[src/hdl/apd_pkg.sv]
// Shared types, constants and helpers for the accelerator pool dispatcher.
`timescale 1ns / 1ps
package apd_pkg;

  localparam int NUM_ACCELS = 16;
  localparam int NUM_GROUPS = 4;
  localparam int QDEPTH     = 16;

  localparam int ACCEL_W    = 4;
  localparam int GROUP_W    = 2;
  localparam int SLOT_W     = 4;
  localparam int PTR_W      = 4;
  localparam int CNT_W      = 5;
  localparam int CFG_IDX_W  = 3;
  localparam int CFG_DATA_W = 16;

  localparam int IN_DATA_W  = 16;
  localparam int OUT_DATA_W = 32;

  localparam logic [CFG_IDX_W-1:0] CFG_SLOTS_IN_USE = 3'd0;
  localparam logic [CFG_IDX_W-1:0] CFG_GROUP0       = 3'd1;
  localparam logic [CFG_IDX_W-1:0] CFG_GROUP1       = 3'd2;
  localparam logic [CFG_IDX_W-1:0] CFG_GROUP2       = 3'd3;
  localparam logic [CFG_IDX_W-1:0] CFG_GROUP3       = 3'd4;

  localparam logic [CNT_W-1:0] SLOTS_RESET = 5'd16;
  localparam logic [NUM_ACCELS-1:0] GROUP0_RESET = 16'h000F;
  localparam logic [NUM_ACCELS-1:0] GROUP1_RESET = 16'h00F0;
  localparam logic [NUM_ACCELS-1:0] GROUP2_RESET = 16'h0F00;
  localparam logic [NUM_ACCELS-1:0] GROUP3_RESET = 16'h1000;

  localparam logic KIND_REQUEST = 1'b0;
  localparam logic KIND_DONE    = 1'b1;

  typedef enum logic [2:0] {
    ACT_STARTED   = 3'd0,
    ACT_QUEUED    = 3'd1,
    ACT_DONE      = 3'd2,
    ACT_RESTARTED = 3'd3,
    ACT_IGNORED   = 3'd4,
    ACT_REJECTED  = 3'd5
  } action_t;

  typedef struct packed {
    logic                kind;
    logic [GROUP_W-1:0]  group_id;
    logic [SLOT_W-1:0]   slot_id;
    logic [ACCEL_W-1:0]  accel_id;
  } item_t;

  typedef struct packed {
    action_t               action;
    logic [SLOT_W-1:0]     finished_slot;
    logic [ACCEL_W-1:0]    start_accel;
    logic [SLOT_W-1:0]     start_slot;
    logic [NUM_ACCELS-1:0] busy_mask;
  } result_t;

  typedef struct packed {
    logic push;
    logic pop;
  } q_ctrl_t;

  typedef struct packed {
    logic              full;
    logic              nonempty;
    logic [SLOT_W-1:0] head_slot;
  } q_status_t;

  // pointer advance with wrap at the slot count
  function automatic logic [PTR_W-1:0] next_ptr(input logic [PTR_W-1:0] p,
                                                input logic [CNT_W-1:0] cap);
    logic [CNT_W-1:0] sum;
    sum = {1'b0, p} + CNT_W'(1);
    return (sum >= cap) ? '0 : sum[PTR_W-1:0];
  endfunction

endpackage

[src/hdl/apd_queue.sv]
// Per-group FIFO wait queue of slot indexes.
`timescale 1ns / 1ps
module apd_queue (
  input  logic                      clk,
  input  logic                      rst_n,
  input  logic [apd_pkg::CNT_W-1:0] cap,
  input  apd_pkg::q_ctrl_t          ctrl,
  input  logic [apd_pkg::SLOT_W-1:0] push_slot,
  output apd_pkg::q_status_t        status
);
  import apd_pkg::*;

  logic [SLOT_W-1:0] mem_r [QDEPTH];
  logic [PTR_W-1:0]  head_r;
  logic [PTR_W-1:0]  tail_r;
  logic [CNT_W-1:0]  count_r;

  always_ff @(posedge clk) begin
    if (!rst_n) begin
      head_r  <= '0;
      tail_r  <= '0;
      count_r <= '0;
    end else begin
      if (ctrl.push) begin
        head_r  <= next_ptr(head_r, cap);
        count_r <= count_r + CNT_W'(1);
      end else if (ctrl.pop) begin
        tail_r  <= next_ptr(tail_r, cap);
        count_r <= count_r - CNT_W'(1);
      end
    end
  end

  always_ff @(posedge clk) begin
    if (ctrl.push) begin
      mem_r[head_r] <= push_slot;
    end
  end

  assign status.full      = (count_r >= cap);
  assign status.nonempty  = (count_r != '0);
  assign status.head_slot = mem_r[tail_r];

endmodule

[src/hdl/apd_pool.sv]
// Accelerator busy state, slot bookkeeping and the dispatch decision.
`timescale 1ns / 1ps
module apd_pool (
  input  logic                          clk,
  input  logic                          rst_n,
  input  logic                          fire,
  input  apd_pkg::item_t                item,
  input  logic [apd_pkg::NUM_ACCELS-1:0] members [apd_pkg::NUM_GROUPS],
  input  apd_pkg::q_status_t            q_status [apd_pkg::NUM_GROUPS],
  output apd_pkg::q_ctrl_t              q_ctrl [apd_pkg::NUM_GROUPS],
  output logic [apd_pkg::SLOT_W-1:0]    push_slot,
  output apd_pkg::result_t              result
);
  import apd_pkg::*;

  logic [NUM_ACCELS-1:0] busy_r, busy_nxt;
  logic [SLOT_W-1:0]     serving_r [NUM_ACCELS];

  logic [NUM_ACCELS-1:0] owned [NUM_GROUPS];
  logic [NUM_ACCELS-1:0] idle;
  logic [ACCEL_W-1:0]    pick;
  logic [GROUP_W-1:0]    owner;
  logic                  owner_found;
  logic                  srv_we;
  logic [ACCEL_W-1:0]    srv_addr;
  logic [SLOT_W-1:0]     srv_data;
  logic                  do_push, do_pop;

  // lower groups win shared members
  always_comb begin
    logic [NUM_ACCELS-1:0] taken;
    taken = '0;
    for (int g = 0; g < NUM_GROUPS; g++) begin
      owned[g] = members[g] & ~taken;
      taken    = taken | members[g];
    end
  end

  assign idle = owned[item.group_id] & ~busy_r;

  always_comb begin
    pick = '0;
    for (int i = NUM_ACCELS - 1; i >= 0; i--) begin
      if (idle[i]) pick = ACCEL_W'(i);
    end
  end

  always_comb begin
    owner       = '0;
    owner_found = 1'b0;
    for (int g = NUM_GROUPS - 1; g >= 0; g--) begin
      if (owned[g][item.accel_id]) begin
        owner       = GROUP_W'(g);
        owner_found = 1'b1;
      end
    end
  end

  always_comb begin
    busy_nxt             = busy_r;
    srv_we               = 1'b0;
    srv_addr             = item.accel_id;
    srv_data             = item.slot_id;
    do_push              = 1'b0;
    do_pop               = 1'b0;
    result.action        = ACT_IGNORED;
    result.finished_slot = '0;
    result.start_accel   = '0;
    result.start_slot    = '0;
    if (item.kind == KIND_REQUEST) begin
      if (idle != '0) begin
        busy_nxt[pick]     = 1'b1;
        srv_we             = 1'b1;
        srv_addr           = pick;
        result.action      = ACT_STARTED;
        result.start_accel = pick;
        result.start_slot  = item.slot_id;
      end else if (q_status[item.group_id].full) begin
        result.action = ACT_REJECTED;
      end else begin
        do_push       = 1'b1;
        result.action = ACT_QUEUED;
      end
    end else if (busy_r[item.accel_id]) begin
      result.finished_slot     = serving_r[item.accel_id];
      busy_nxt[item.accel_id]  = 1'b0;
      if (owner_found && q_status[owner].nonempty) begin
        do_pop                  = 1'b1;
        busy_nxt[item.accel_id] = 1'b1;
        srv_we                  = 1'b1;
        srv_data                = q_status[owner].head_slot;
        result.action           = ACT_RESTARTED;
        result.start_accel      = item.accel_id;
        result.start_slot       = q_status[owner].head_slot;
      end else begin
        result.action = ACT_DONE;
      end
    end
    result.busy_mask = busy_nxt;
  end

  always_comb begin
    for (int g = 0; g < NUM_GROUPS; g++) begin
      q_ctrl[g].push = fire && do_push && (item.group_id == GROUP_W'(g));
      q_ctrl[g].pop  = fire && do_pop && (owner == GROUP_W'(g));
    end
  end

  assign push_slot = item.slot_id;

  always_ff @(posedge clk) begin
    if (!rst_n) begin
      busy_r <= '0;
    end else if (fire) begin
      busy_r <= busy_nxt;
    end
  end

  always_ff @(posedge clk) begin
    if (fire && srv_we) begin
      serving_r[srv_addr] <= srv_data;
    end
  end

endmodule

[src/hdl/accelerator_pool_dispatcher.sv]
// Top level: stream ports, config registers, input/result registers, queues and pool.
//
// Usage:
//   Input words carry either a slot request (in_tuser = 0: group and slot) or a
//   done report (in_tuser = 1: accelerator index). Each input word yields exactly
//   one result word on the out_ channel: the action code, the finished slot, the
//   started accelerator and slot, and the busy mask after the word.
//   The word is held in the input register, then the dispatch decision and state
//   update land in the result register once it is free, raising out_tvalid.
//   Throughput is one word per cycle while out_tready stays high; the decision is
//   a 16-bit priority pick plus one queue pointer step, all in that single stage.
//   When out_tready is low the result register holds its word and the input
//   register can still take one more word; after that in_tready drops until
//   the result register drains.
//   Reset (rst_n low, synchronous) clears busy state, queue pointers and counts,
//   both stage valids, and loads default config: 16 slots and group masks
//   0x000F, 0x00F0, 0x0F00, 0x1000. Config writes should be taken only while
//   the block is idle; the user ensures this, the block does not enforce it.
`timescale 1ns / 1ps
module accelerator_pool_dispatcher (
  input  logic                               clk,
  input  logic                               rst_n,
  input  logic                               cfg_we,
  input  logic [apd_pkg::CFG_IDX_W-1:0]      cfg_index,
  input  logic [apd_pkg::CFG_DATA_W-1:0]     cfg_wdata,
  input  logic                               in_tvalid,
  output logic                               in_tready,
  // [1:0] group_id, [5:2] slot_id, [9:6] accel_id, [15:10] zero
  input  logic [apd_pkg::IN_DATA_W-1:0]      in_tdata,
  // [0] kind
  input  logic                               in_tuser,
  output logic                               out_tvalid,
  input  logic                               out_tready,
  // [2:0] action, [6:3] finished_slot, [10:7] start_accel, [14:11] start_slot,
  // [30:15] busy_mask, [31] zero
  output logic [apd_pkg::OUT_DATA_W-1:0]     out_tdata
);
  import apd_pkg::*;

  logic [CNT_W-1:0]      slots_r;
  logic [NUM_ACCELS-1:0] members_r [NUM_GROUPS];
  logic [CNT_W-1:0]      cap;

  logic                  in_valid_r;
  item_t                 item_r;
  logic                  out_valid_r;
  result_t               res_r;
  logic [NUM_ACCELS-1:0] last_busy_r;
  logic                  advance;

  q_ctrl_t               q_ctrl   [NUM_GROUPS];
  q_status_t             q_status [NUM_GROUPS];
  logic [SLOT_W-1:0]     push_slot;
  result_t               result;

  // config registers
  always_ff @(posedge clk) begin
    if (!rst_n) begin
      slots_r      <= SLOTS_RESET;
      members_r[0] <= GROUP0_RESET;
      members_r[1] <= GROUP1_RESET;
      members_r[2] <= GROUP2_RESET;
      members_r[3] <= GROUP3_RESET;
    end else if (cfg_we) begin
      unique case (cfg_index)
        CFG_SLOTS_IN_USE: slots_r      <= cfg_wdata[CNT_W-1:0];
        CFG_GROUP0:       members_r[0] <= cfg_wdata[NUM_ACCELS-1:0];
        CFG_GROUP1:       members_r[1] <= cfg_wdata[NUM_ACCELS-1:0];
        CFG_GROUP2:       members_r[2] <= cfg_wdata[NUM_ACCELS-1:0];
        CFG_GROUP3:       members_r[3] <= cfg_wdata[NUM_ACCELS-1:0];
        default: ;
      endcase
    end
  end

  // queue capacity: zero acts as one, saturate at queue depth
  always_comb begin
    if (slots_r == '0) begin
      cap = CNT_W'(1);
    end else if (slots_r > CNT_W'(QDEPTH)) begin
      cap = CNT_W'(QDEPTH);
    end else begin
      cap = slots_r;
    end
  end

  assign advance   = in_valid_r && (!out_valid_r || out_tready);
  assign in_tready = !in_valid_r || advance;

  always_ff @(posedge clk) begin
    if (!rst_n) begin
      in_valid_r <= 1'b0;
    end else if (in_tvalid && in_tready) begin
      in_valid_r <= 1'b1;
    end else if (advance) begin
      in_valid_r <= 1'b0;
    end
  end

  always_ff @(posedge clk) begin
    if (in_tvalid && in_tready) begin
      item_r.kind     <= in_tuser;
      item_r.group_id <= in_tdata[1:0];
      item_r.slot_id  <= in_tdata[5:2];
      item_r.accel_id <= in_tdata[9:6];
    end
  end

  for (genvar g = 0; g < NUM_GROUPS; g++) begin : g_queue
    apd_queue u_queue (
      .clk       (clk),
      .rst_n     (rst_n),
      .cap       (cap),
      .ctrl      (q_ctrl[g]),
      .push_slot (push_slot),
      .status    (q_status[g])
    );
  end

  apd_pool u_pool (
    .clk       (clk),
    .rst_n     (rst_n),
    .fire      (advance),
    .item      (item_r),
    .members   (members_r),
    .q_status  (q_status),
    .q_ctrl    (q_ctrl),
    .push_slot (push_slot),
    .result    (result)
  );

  always_ff @(posedge clk) begin
    if (!rst_n) begin
      out_valid_r <= 1'b0;
      last_busy_r <= '0;
    end else if (advance) begin
      out_valid_r <= 1'b1;
      last_busy_r <= result.busy_mask;
    end else if (out_tready) begin
      out_valid_r <= 1'b0;
    end
  end

  always_ff @(posedge clk) begin
    if (advance) begin
      res_r <= result;
    end
  end

  assign out_tvalid = out_valid_r;
  assign out_tdata  = {1'b0, res_r.busy_mask, res_r.start_slot, res_r.start_accel,
                       res_r.finished_slot, res_r.action};

  // a fresh start always shows its accelerator as busy
  assert property (@(posedge clk) disable iff (!rst_n)
    out_valid_r && (res_r.action == ACT_STARTED) |-> res_r.busy_mask[res_r.start_accel])
    else $error("started accelerator not marked busy");

  // words that neither start nor release leave the busy mask untouched
  assert property (@(posedge clk) disable iff (!rst_n)
    advance && (result.action == ACT_QUEUED || result.action == ACT_REJECTED ||
                result.action == ACT_IGNORED) |-> result.busy_mask == last_busy_r)
    else $error("busy mask changed on a non-dispatch word");

  // a restart reuses the reporting accelerator and keeps it busy
  assert property (@(posedge clk) disable iff (!rst_n)
    advance && (result.action == ACT_RESTARTED) |->
      (result.start_accel == item_r.accel_id) && result.busy_mask[item_r.accel_id])
    else $error("restart on wrong accelerator");

  // nothing comes out the cycle after reset
  assert property (@(posedge clk) !rst_n |=> !out_tvalid)
    else $error("result valid right after reset");

endmodule
[config.mk]
export PLATFORM = sky130hd
export DESIGN_NAME = accelerator_pool_dispatcher
export DESIGN_NICKNAME = d
export VERILOG_FILES = /design/src/hdl/apd_pkg.sv /design/src/hdl/apd_queue.sv /design/src/hdl/apd_pool.sv /design/src/hdl/accelerator_pool_dispatcher.sv
export SDC_FILE = /design/constraint.sdc
export NUM_CORES = 1
export LEC_CHECK = 0
export BUFFER_PORTS_ARGS = -buffer_cell sky130_fd_sc_hd__buf_2
export CORE_ASPECT_RATIO = 1.4
export CORE_UTILIZATION = 35
export CTS_CLUSTER_DIAMETER = 50
export DETAILED_ROUTE_END_ITERATION = 8
export PLACE_DENSITY_LB_ADDON = 0.2
export SETUP_SLACK_MARGIN = 0.4
export SKIP_CTS_REPAIR_TIMING = 1
export SKIP_LAST_GASP = 1
export SLEW_MARGIN = 20
export SYNTH_ARGS = -nofsm -noshare
export SYNTH_HDL_FRONTEND = slang
export SYNTH_SLANG_ARGS = --single-unit
export TNS_END_PERCENT = 30
[constraint.sdc]
create_clock -name clk -period 4.1 [get_ports clk]
set_input_delay 1.025 -clock clk [delete_from_list [all_inputs] [get_ports clk]]
set_output_delay 1.025 -clock clk [all_outputs]
set_load 0.02 [all_outputs]
==> Yosys cells after proc, flatten, opt, wreduce, memory -nomap -nowiden <==
Memories as Yosys holds them, arrays and structs flattened. A register that Yosys moved wholly into a read port is not among the register bits.
Index checks and enable logic that the tools add are counted.
{ "op_classes": {"n_addsub": 16, "n_lt_le_gt_ge": 19, "eq_ne": 10, "muxes": 113, "n_bitwise": 20, "reduce_logical": 45} }
{ "op_table": {"columns": ["operator", "n"], "rows": [
  ["2-to-1 mux 4 bit", 38],
  ["2-to-1 mux 16 bit", 6],
  ["AND 16 bit", 5],
  ["inverter 16 bit", 5],
  ["OR 16 bit", 4],
  ["greater-or-equal comparator 5 bit", 12],
  ["2-to-1 mux 5 bit", 12],
  ["adder 4 x 1 -> 5 bit, second input constant", 8],
  ["2-to-1 mux 1 bit", 34],
  ["binary-select mux 16 bit (select 2 bit)", 1],
  ["binary-select mux 6 bit (select 2 bit)", 2],
  ["2-to-1 mux 8 bit", 3],
  ["adder 5 x 1 -> 5 bit, second input constant", 4],
  ["binary-select mux 1 bit (select 4 bit)", 5],
  ["AND reduction 2 bit", 10],
  ["nonzero test 5 bit", 4],
  ["subtractor 5 x 1 -> 5 bit, second input constant", 4],
  ["logical AND 1 bit", 16],
  ["nonzero test 16 bit", 1],
  ["2-to-1 mux 15 bit", 1],
  ["2-to-1 mux 6 bit", 2],
  ["nonzero test 2 bit", 6],
  ["< comparator 4 x 5 -> 1 bit, second input constant", 2],
  ["2-to-1 mux 3 bit", 3],
  ["other kinds (17)", 35]
]} }
{ "word_totals": {"regBits": 181, "ramBits": 320, "inputBits": 41, "word_cells": 257, "mem_count": 5} }
{ "mem_list": {"columns": ["name", "depth", "word_bits", "rd", "rd_clocked_by_memory_dff", "wr", "line", "text"], "rows": [
  ["g_queue[0].u_queue.mem_r", 16, 4, 1, 1, 1, "apd_queue.sv:13", "logic [SLOT_W-1:0] mem_r [QDEPTH];"],
  ["g_queue[1].u_queue.mem_r", 16, 4, 1, 1, 1, "apd_queue.sv:13", null],
  ["g_queue[2].u_queue.mem_r", 16, 4, 1, 1, 1, "apd_queue.sv:13", null],
  ["g_queue[3].u_queue.mem_r", 16, 4, 1, 1, 1, "apd_queue.sv:13", null],
  ["u_pool.serving_r", 16, 4, 1, 1, 1, "apd_pool.sv:17", "logic [SLOT_W-1:0] serving_r [NUM_ACCELS];"]
]} }

==> Longest topological paths before layout <==
Gate-level depths: netlist of run 1.
{ "depth": {"depth_word": 31, "depth_mapped": 21, "depth_no_buf": 19} }

==> Cells and area by module <==
From an unflattened synthesis of run 1, not the netlist that was laid out.
{ "unflattened": {"hier_cells": 1923, "area_unflattened_um2": 25404.4} }
{ "modules_own_cells": {"columns": ["module", "n_inst", "cells_each", "area_per_inst_um2", "seq_area_each_um2"], "rows": [
  ["apd_queue (g_queue[0].u_queue ...)", 3, 256, 3811.2, 2262.2],
  ["apd_pool", 1, 591, 6170.9, 2242.2],
  ["accelerator_pool_dispatcher", 1, 322, 4072.7, 2682.6],
  ["apd_queue (g_queue[3].u_queue)", 1, 242, 3727.3, 2262.2]
]} }

==> Worst setup path before layout of run 1 <==
OpenSTA, ideal clock, no wires.
{ "synth_path": {"kind": "input -> register", "start": "input out_tready", "end": "register g_queue[0].u_queue.count_r[4]", "setup_time_ps": 128, "arrival_ps": 4259, "t_required_ps": 3972, "setup_slack_ps": -287, "stages": 14, "n_path_buf": 2, "path_cell_list": "nor2b_1 nand2b_1 clkbuf_1 clkinv_1 nand2_1 nor4_2 clkbuf_1 inv_1 ha_1 a21o_1 a21oi_1 mux2i_1 xor2_1 nor2_1"} }
{ "synth_via": {"elab_chain_cells": 5, "elab_cells_between_ends": 8, "cone_classes": "mux (1); reduce/logical (7)"} }
{ "synth_lines": {"columns": ["element", "line", "text"], "rows": [
  ["start: declaration", "accelerator_pool_dispatcher.sv:33", "input logic out_tready,"],
  ["logical OR 1 bit (*)", "accelerator_pool_dispatcher.sv:87", "assign advance = in_valid_r && (!out_valid_r || out_tready);"],
  ["logical AND 1 bit (*)", "accelerator_pool_dispatcher.sv:87", null],
  ["via advance", "accelerator_pool_dispatcher.sv:49", "logic advance;"],
  ["logical AND 1 bit, on equally long branches (2 in series)", "apd_pool.sv:104, apd_pool.sv:105", null],
  ["2-to-1 mux 5 bit or nonzero test 2 bit (tied branches)", null, null],
  ["end signal: assignment", "apd_queue.sv:26", "count_r <= count_r + CNT_W'(1);"],
  ["end signal: assignment", "apd_queue.sv:29", "count_r <= count_r - CNT_W'(1);"],
  ["end: declaration", "apd_queue.sv:16", "logic [CNT_W-1:0] count_r;"]
]} }
Mark *: on every way through the listed nets, which the timed path passes. The rest lies on a longest branch.
A chain may end at the register's enable or synchronous reset.

==> Worst setup path after layout of run 1 <==
{ "layout_path": {"start": "register item_r[1] (netlist name)", "end": "memory u_pool.serving_r[10][3], enable pin"} }
{ "layout_via": {"elab_chain_cells": 17, "elab_cells_between_ends": 31, "cone_classes": "mux (28); bitwise (1); reduce/logical (2)"} }
{ "layout_lines": {"columns": ["element", "line", "text"], "rows": [
  ["start: declaration", "accelerator_pool_dispatcher.sv:45", "item_t item_r;"],
  ["binary-select mux 1 bit (select 4 bit)", "apd_pool.sv:52", "if (owned[g][item.accel_id]) begin"],
  ["2-to-1 mux 1 bit (not written as such)", "apd_pool.sv:52", null],
  ["2-to-1 mux 2 bit (4 in series)", "apd_pool.sv:52", null],
  ["inverter 2 -> 3 bit (not written as such)", "apd_pool.sv:87", "if (owner_found && q_status[owner].nonempty) begin"],
  ["binary-select mux 6 bit (select 2 bit)", "apd_pool.sv:87", null],
  ["2-to-1 mux 5 bit (not written as such) (2 in series)", "apd_pool.sv:87", null],
  ["logical AND 1 bit", "apd_pool.sv:87", null],
  ["2-to-1 mux 1 bit", "apd_pool.sv:87", null],
  ["2-to-1 mux 1 bit", "apd_pool.sv:84", "end else if (busy_r[item.accel_id]) begin"],
  ["2-to-1 mux 1 bit", "apd_pool.sv:70", "if (item.kind == KIND_REQUEST) begin"],
  ["logical AND 1 bit", "apd_pool.sv:120", "if (fire && srv_we) begin"],
  ["2-to-1 mux 1 bit", "apd_pool.sv:120", null],
  ["2-to-1 mux 1 bit (not written as such)", "apd_pool.sv:121", "serving_r[srv_addr] <= srv_data;"],
  ["end: declaration", "apd_pool.sv:17", null]
]} }
Parallel ways exist; a longest one is shown, timed or not. The select of a mux whose other input is x is not followed.

==> results.toml, run 1 <==
[run_status]
outcome = "complete, no violations"

[clock_tree]
cts-buffers-inserted = 55
worstSkewPairLatency_ps = 630
cts_buffer_depth = 3
clk_pin_slew_ps = 60
root_buffer = "clkbuf_16"
cts_sinks = 521
htreeDepth = 2
cts_tree = "done"

[die]
die_h_um = 315
io_pins = 75
initial_utilization_pct = 35.5
fp.coreArea_mm2 = 0.0692
die-area_mm2 = 0.0712
die_width_um = 226
rows = 114

[yosys]
postSynthAreaPerCell_um2 = 12.6
async_flop_share_pct = 0
synth_edf_count = 362
synthesis.area_mm2 = 0.0245
yosysWarnings = 0
ys_types = 85
synth_nets = 2087
yosys_register_bits = 521
ys_seq_area_share_pct = 57.3
synth_ff_type = "edfxtp_1"
synthCells = 1950

[sta]
relSlewSlack_pct = 33.5
finalSetupViolations = 0
rsz0062_at_grt = "yes"
fmax_mhz = 268
layout_min_cycle_time_ps = 3730
fin_worst_skew_ps = 11.7
post-route-period-util_pct = 91.1
finalHoldViolCount = 0
worst_slew_pin_slew_ps = 997
report.final.slew_viol_count = 0

[layout]
final_area_mm2 = 0.0293
area_growth_pct = 19.6
final_nets = 2265
final_common_cell = "edfxtp_1"
diodes = 0
final_cell_mix = "edfxtp_1, nand2_1, dfxtp_1, buf_4, a21oi_1"
drive_gt1_share_pct = 24.7
fin_util_pct = 42.4

[global_route]
grt_start_max_net_pins = 67
grt_pass1_vias = 16800
gr-usage-all-layers_pct = 18.5
grt_first_pass_wirelength_um = 100000
antenna_found_initial = 1
grt_overflow = 0

[placement]
port_buffers = 67
dpl-instance-area_mm2 = 0.0267
hpwl_um = 46900
routabilityCongestion = 0.932

[setup_path]
worstPathArrival_ps = 4040
crit_path_max_fanout = 10
crit_required_ps = 4410
end_kind = "register"
r2r_start = "item_r[1]"
crit_path_start_kind = "register"
setup.worst_path.start = "item_r[1]"
crit_type = "register to register"

[detailed_routing]
routed_wl_um = 66000
dr_total_vias = 16500
drt_iter0_markers = 1044
dr.pass1.iters = 6
vias_per_cell = 5.32
drtAntennaViolNets = 0
wl_per_cell_um = 21.3
drcViolationCount = 0

[pwr]
ir_drop_v = 0.000328
cellInternalPower_uw = 9010
p_seq_share_pct = 48.8
combPwrFrac_pct = 7.0
power_switching_uw = 2730
total_leakage_power_uw = 0.0101
powerDensity_mw_per_mm2 = 400
netSwitchingFraction_pct = 23.3
clkPwrFrac_pct = 44.3

[worst_hold_path]
hold_path.class = "register to register"
min-delay-start = "members_r[5]"

[job]
maxCapViolCount = 0
routing by layer:
metal / up-vias / part of all wire, % / track usage [%]
met4: 0 / 4.4 / 8.19
met2: 388 / 55 / 35.3
met1: 8197 / 38 / 20.3
met3: 154 / 3.3 / 2.30
met5: - / 0 / 0
li1: 7762 / - / -
sequential cells by signal (all words and copies together), names as in the netlist, 5 cells and up, named ones only:
signal                   count
g_queue.u_queue.tail_r      16
members_r                   64
g_queue.u_queue.mem_r      256
out_tdata                   31
u_pool.serving_r            64
u_pool.busy_r               16
slots_r                      5
item_r                      11
g_queue.u_queue.head_r      16
g_queue.u_queue.count_r     20
final timing paths:
path,slack [ps],endpoint,cells past startpoint
max,370,u_pool.serving_r[10][3],11
min,460,members_r[5],2
max reg2reg,370,u_pool.serving_r[10][3],11
min reg2reg,460,members_r[5],2
cells in the mapped netlist, types with 20 or more instances:
library cell  number  area (µm²)
edfxtp_1         362       10900
nand2_1          206         773
dfxtp_1          159        3180
a21oi_1          136         681
nor2_1           136         510
mux4_2           109        2450
ha_1              92        1150
clkbuf_1          66         248
nand2b_1          66         413
nand3_1           51         255
nor3_1            40         200
inv_1             37         139
a31oi_1           34         213
o21ai_0           33         165
a21o_1            31         233
nor2b_1           25         156
mux2i_1           20         200
power by group through the flow:
stage	Clock [µW]	Sequential (µW)	Combinational [µW]
floorplan	0	5850	405
global placement	0	5850	723
detailed placement	0	5850	729
CTS	5310	5730	731
global route	5510	5730	871
finish	5200	5730	816
final cells by class:
type,instances,area (µm²)
fill,6416,39800
sequential,521,14100
multi-input combinational,1281,10400
timing repair buffer,222,1660
clock buffer,66,1470
tap,928,1160
clock inverter,38,427
inverter,47,191
worst max-delay path, cell delays in order (launching register included):
cell and delay (ps):
edfxtp_1 430, buf_12 180, buf_4 180, nand2b_1 170, a21oi_1 150, a221oi_1 80
o221a_2 320, and4_2 250, a311o_1 360, or3_4 430, a2111o_1 530, nor3b_4 330
per-stage QoR:
stage	worst slack, ps	total power (µW)	TNS (ps)	instances	hold slack (ps)
finish	367	11700	0	3103	462
global route	225	12100	0	3103	490
CTS	-29.1	11800	-194	3076	462
detailed placement	5.19	6580	0	2972	450
global placement	11.2	6570	0	2972	445
floorplan	369	6250	0	1950	432
kinds of logic after synthesis:
logic type,Yosys count,synth area share [%]
AO/OA/AOI/OAI,354,9.36
XOR/XNOR,31,1.11
adder cells (fa/ha/maj),96,5.02
buffers and inverters,148,2.42
flip-flops,521,57.3
multiplexers,131,10.9
other,1,0.0153
AND/OR/NAND/NOR,668,13.9
(Power assumes the default switching activity.)
==> run 2, diff against run 1 <==
--- a/config.mk
+++ b/config.mk
@@ -5,7 +5,7 @@
 export SDC_FILE = /design/constraint.sdc
 export NUM_CORES = 1
 export LEC_CHECK = 0
-export BUFFER_PORTS_ARGS = -buffer_cell sky130_fd_sc_hd__buf_2
+export BUFFER_PORTS_ARGS = -buffer_cell sky130_fd_sc_hd__clkbuf_2
 export CORE_ASPECT_RATIO = 1.4
 export CORE_UTILIZATION = 35
 export CTS_CLUSTER_DIAMETER = 50
==> run 2 against run 1 <==
  * Cell area fell by 0.68%
  * Setup slack improved by 25 ps
  * Via count rose by 0.52%
  * Clock skew rose by 5.9 ps
  * Largest cell class unchanged
  * Cell count barely moved
  * Die area did not move
  * Critical path depth fell by 1
  * Clock power fell by 7.3%
==> results.toml, run 2 (synthesis results as in run 1) <==
[worst_hold_path]
hold_path.class = "register to register"
hold_depth = 2

[detailed_routing]
dr_total_vias = 16600
dr.pass1.iters = 5
drtAntennaViolNets = 0
drcViolationCount = 0
vias_per_cell = 5.35
wl_per_cell_um = 21.4
routed_wl_um = 66500
drt_iter0_markers = 1006

[setup_path]
crit_type = "register to register"
r2r_cells = 10
worstPathArrival_ps = 3990
crit_required_ps = 4390
crit_path_start_kind = "register"
crit_path_max_fanout = 10
end_kind = "register"

[global_route]
grt_overflow = 0
gr-usage-all-layers_pct = 18.7
grt_pass1_vias = 17000
grt_first_pass_wirelength_um = 101000
antenna_found_initial = 1
grt_start_max_net_pins = 66

[clock_tree]
clk_pin_slew_ps = 60
worstSkewPairLatency_ps = 610
cts_tree = "done"
cts-buffers-inserted = 52
htreeDepth = 2
cts_buffer_depth = 3
root_buffer = "clkbuf_16"
cts_sinks = 521

[run_status]
outcome = "complete, no violations"

[pwr]
finalPower_uw = 11400
ir_drop_v = 0.000294
total_leakage_power_uw = 0.0101
powerDensity_mw_per_mm2 = 390

[layout]
drive_gt1_share_pct = 23.9
n_fill_cell = 6403
diodes = 0
seqCellArea_mm2 = 0.0141
final_cell_mix = "edfxtp_1, nand2_1, dfxtp_1, buf_4, a21oi_1"
largest-register = "g_queue.u_queue.mem_r"
largest_reg_flops = 256
multi_input_area_mm2 = 0.0104
area_growth_pct = 18.8
top_regs = "g_queue.u_queue.mem_r (256), members_r (64), u_pool.serving_r (64)"
final_common_cell = "edfxtp_1"
final_nets = 2268

[die]
die_width_um = 226
fp.coreArea_mm2 = 0.0692
die-area_mm2 = 0.0712
rows = 114
io_pins = 75
die_h_um = 315
initial_utilization_pct = 35.5

[sta]
layout_min_cycle_time_ps = 3710
setup-tns-final_ps = 0
rsz0062_at_grt = "yes"
relSlewSlack_pct = 40.9
post-route-period-util_pct = 90.4
fmax_mhz = 270
finalHoldViolCount = 0
report.final.slew_viol_count = 0
holdWs_ps = 454
worst_slew_pin_slew_ps = 884
fin_worst_skew_ps = 17.6
finalSetupViolations = 0

[placement]
hpwl_um = 47500
routabilityCongestion = 0.933
port_buffers = 67

[job]
maxCapViolCount = 0
[run 2: metrics by stage]
stage | utilization (%) | std cells | area, µm² | setup slack (ps)
finish | 42.1 | 3102 | 29100 | 392
global route | 42.1 | 3102 | 29100 | 288
CTS | 41.0 | 3067 | 28400 | -55.0
detailed placement | 38.6 | 2970 | 26700 | -0.173
global placement | 38.6 | 2970 | 26700 | -14.2
floorplan | - | 1950 | 24600 | 369
[run 2: metal layers]
| layer | vias up | part of all wire, % | GRT usage [%] |
|---|---|---|---|
| li1 | 7757 | - | - |
| met1 | 8307 | 38 | 20.2 |
| met2 | 371 | 55 | 36.3 |
| met3 | 150 | 3.3 | 2.31 |
| met4 | 2 | 4.1 | 7.28 |
| met5 | - | 0.020 | 0 |
[run 2: worst paths after layout]
kind	slack, ps	to	startpoint
worst min register to register	450	members_r[5]	members_r[5]
worst min-delay path	450	members_r[5]	members_r[5]
worst max-delay path	390	u_pool.serving_r[10][3]	members_r[19]
worst max register to register	390	u_pool.serving_r[10][3]	members_r[19]
[run 2: cell type report]
| type | instances | area share (%) |
|---|---|---|
| Inverter | 47 | 0.661 |
| Timing Repair Buffer | 228 | 5.71 |
| Sequential cell | 521 | 48.2 |
| Clock inverter | 31 | 1.11 |
| Multi-Input combinational cell | 1281 | 35.5 |
| Tap cell | 928 | 3.98 |
| Clock buffer | 66 | 4.79 |
[run 2: worst max-delay path: stages, from the launching register on]
cell and delay, ps:
dfxtp_1 340, or4b_1 570, a22oi_2 230, a2bb2oi_2 160
o221ai_2 150, or2_0 280, buf_4 190, o2111a_1 170
or3_4 440, a2111o_1 530, nor3b_4 330
[run 2: report_power, final]
group	internal [µW]	switching (µW)
Sequential	5670	59.8
Clock	2700	2110
Combinational	311	505
Total	8680	2680
==> run 3, diff against run 2 <==
==> constraint.sdc (replaced) <==
create_clock -name clk -period 3.7 [get_ports clk]
set_input_delay 0.925 -clock clk [delete_from_list [all_inputs] [get_ports clk]]
set_output_delay 0.925 -clock clk [all_outputs]
set_load 0.02 [all_outputs]
==> run 3 against run 2 <==
  * The flow now finishes with violations (setup timing)
  * Global-route usage hardly changed
  * Sequential power is 10% higher
  * Via count is 3.4% higher
  * Non-clock buffer count grew 145
  * Cell count up 4.8%
  * First-iteration DRC count up 16%
  * Die area unchanged
  * Clock skew is 11 ps higher
  * Sequential share of layout area fell by 2.9 points
==> results.toml, run 3 (synthesis results as in run 1) <==
[pwr]
powerDensity_mw_per_mm2 = 416
finalPower_uw = 12900
ir_drop_v = 0.000333
total_leakage_power_uw = 0.0111

[clock_tree]
root_buffer = "clkbuf_16"
cts_tree = "done"
clk_pin_slew_ps = 60
cts-buffers-inserted = 54
htreeDepth = 2
cts_buffer_depth = 3
cts_sinks = 521
worstSkewPairLatency_ps = 620

[setup_path]
max_stage_delay_ps = 410
worstPathArrival_ps = 4230
crit_chain = "buf_6, buf_12, buf_8, nor2b_4, a2111oi_4, nor3_4, nor4_4, buf_4, nand4_4, nor4_4, inv_2, fa_2, a21o_1, a21oi_2, mux2i_1, xnor2_1, nor2_1"
cp_common_cell = "nor4_4"
crit_required_ps = 4160
crit_family = "simple AND/OR/NAND/NOR gates"
crit_path_start_kind = "register"
r2r_slack_ps = -70
crit_path_max_fanout = 8
crit_slowest_cell = "fa_2"
crit_buf_inv = 5
crit_type = "register to register"
end_kind = "register"

[die]
die_width_um = 226
rows = 114
initial_utilization_pct = 35.5
io_pins = 75
fp.coreArea_mm2 = 0.0692
die-area_mm2 = 0.0712
die_h_um = 315

[detailed_routing]
drcViolationCount = 0
dr_total_vias = 17200
drtAntennaViolNets = 0
vias_per_cell = 5.27
wl_per_cell_um = 20.7
drt_iter0_markers = 1162
routed_wl_um = 67400
dr.pass1.iters = 5

[layout]
diodes = 0
finalNonFillerCells = 3252
final_common_cell = "edfxtp_1"
final_nets = 2416
fin_util_pct = 44.9
largest-register = "g_queue.u_queue.mem_r"
final_cell_mix = "edfxtp_1, buf_4, nand2_1, dfxtp_1, a21oi_1"
top_regs = "g_queue.u_queue.mem_r (256), members_r (64), u_pool.serving_r (64)"
drive_gt1_share_pct = 31.2
n_fill_cell = 6303
largest_reg_flops = 256
area_growth_pct = 26.5

[global_route]
grt_pass1_vias = 17300
grt_use_met3_pct = 2.51
use_met2_pct = 35.4
grt-busiest-layer = "met2"
grt_start_max_net_pins = 67
met1_usage_pct = 20.1
antenna_found_initial = 0
grt_first_pass_wirelength_um = 101000
gr-usage-all-layers_pct = 18.7
grt_overflow = 0

[sta]
fin_ws_ps = -70.7
layout_min_cycle_time_ps = 3770
worst_slew_pin_slew_ps = 1000
fin_worst_skew_ps = 28.1
report.final.slew_viol_count = 0
finalSetupViolations = 18
post-route-period-util_pct = 102
setup-tns-final_ps = -727
fmax_mhz = 265
relSlewSlack_pct = 33.1
finalHoldViolCount = 0
rsz0062_at_grt = "yes"

[run_status]
outcome = "finished with violations"
violations = "setup timing"

[placement]
place_inst = 3099
routabilityCongestion = 0.929
hpwl_um = 48000
port_buffers = 67

[job]
maxCapViolCount = 0

[worst_hold_path]
hold_path.class = "register to register"
==> run 3: final timing paths <==
check                from                            end  cells past startpoint
max reg2reg     item_r[8]  g_queue[1].u_queue.count_r[4]                     17
max             item_r[8]  g_queue[1].u_queue.count_r[4]                     17
min          members_r[5]                   members_r[5]                      2
min reg2reg  members_r[5]                   members_r[5]                      2
==> run 3: where the power goes <==
group | internal (µW) | total [µW] | switching (µW) | leakage, µW
registers | 6280 | 6330 | 46.5 | 0.00457
logic | 449 | 1070 | 620 | 0.00561
clock network | 3160 | 5510 | 2350 | 0.000891
==> run 3: cell type report <==
cell class              instances  area (µm²)  share of cell area (%)
flip-flops and latches        521       14100                    45.3
multi-input cells            1282       10800                    34.8
repair buffers                373        3020                    9.73
clock buffers                  65        1440                    4.65
well taps                     928        1160                    3.74
clock inverters                36         360                    1.16
inverters                      47         190                   0.613
==> run 3: per-layer routing <==
metal | up-vias | wire length, µm
met5 | - | 0
met4 | 0 | 3390
met3 | 186 | 2470
met2 | 452 | 36700
met1 | 8468 | 24800
li1 | 8046 | -
==> run 3: worst register-to-register path: cells and delay by family (launching register included) <==
family	cells	cell delay, ps
compound gates	3	690
xor+xnor	1	150
simple gates	6	970
buf+inv	5	760
flops	1	370
mux	1	260
fa+ha+maj	1	410
==> run 3: stage by stage <==
step / instance area (µm²) / setup slack [ps] / hold WS [ps]
after global routing: 31000 / -207 / 453
final: 31000 / -70.7 / 461
after CTS: 29700 / -206 / 441
after floorplan: 24800 / 80.4 / 432
after global placement: 27900 / -157 / 444
after detailed placement: 27900 / -183 / 451
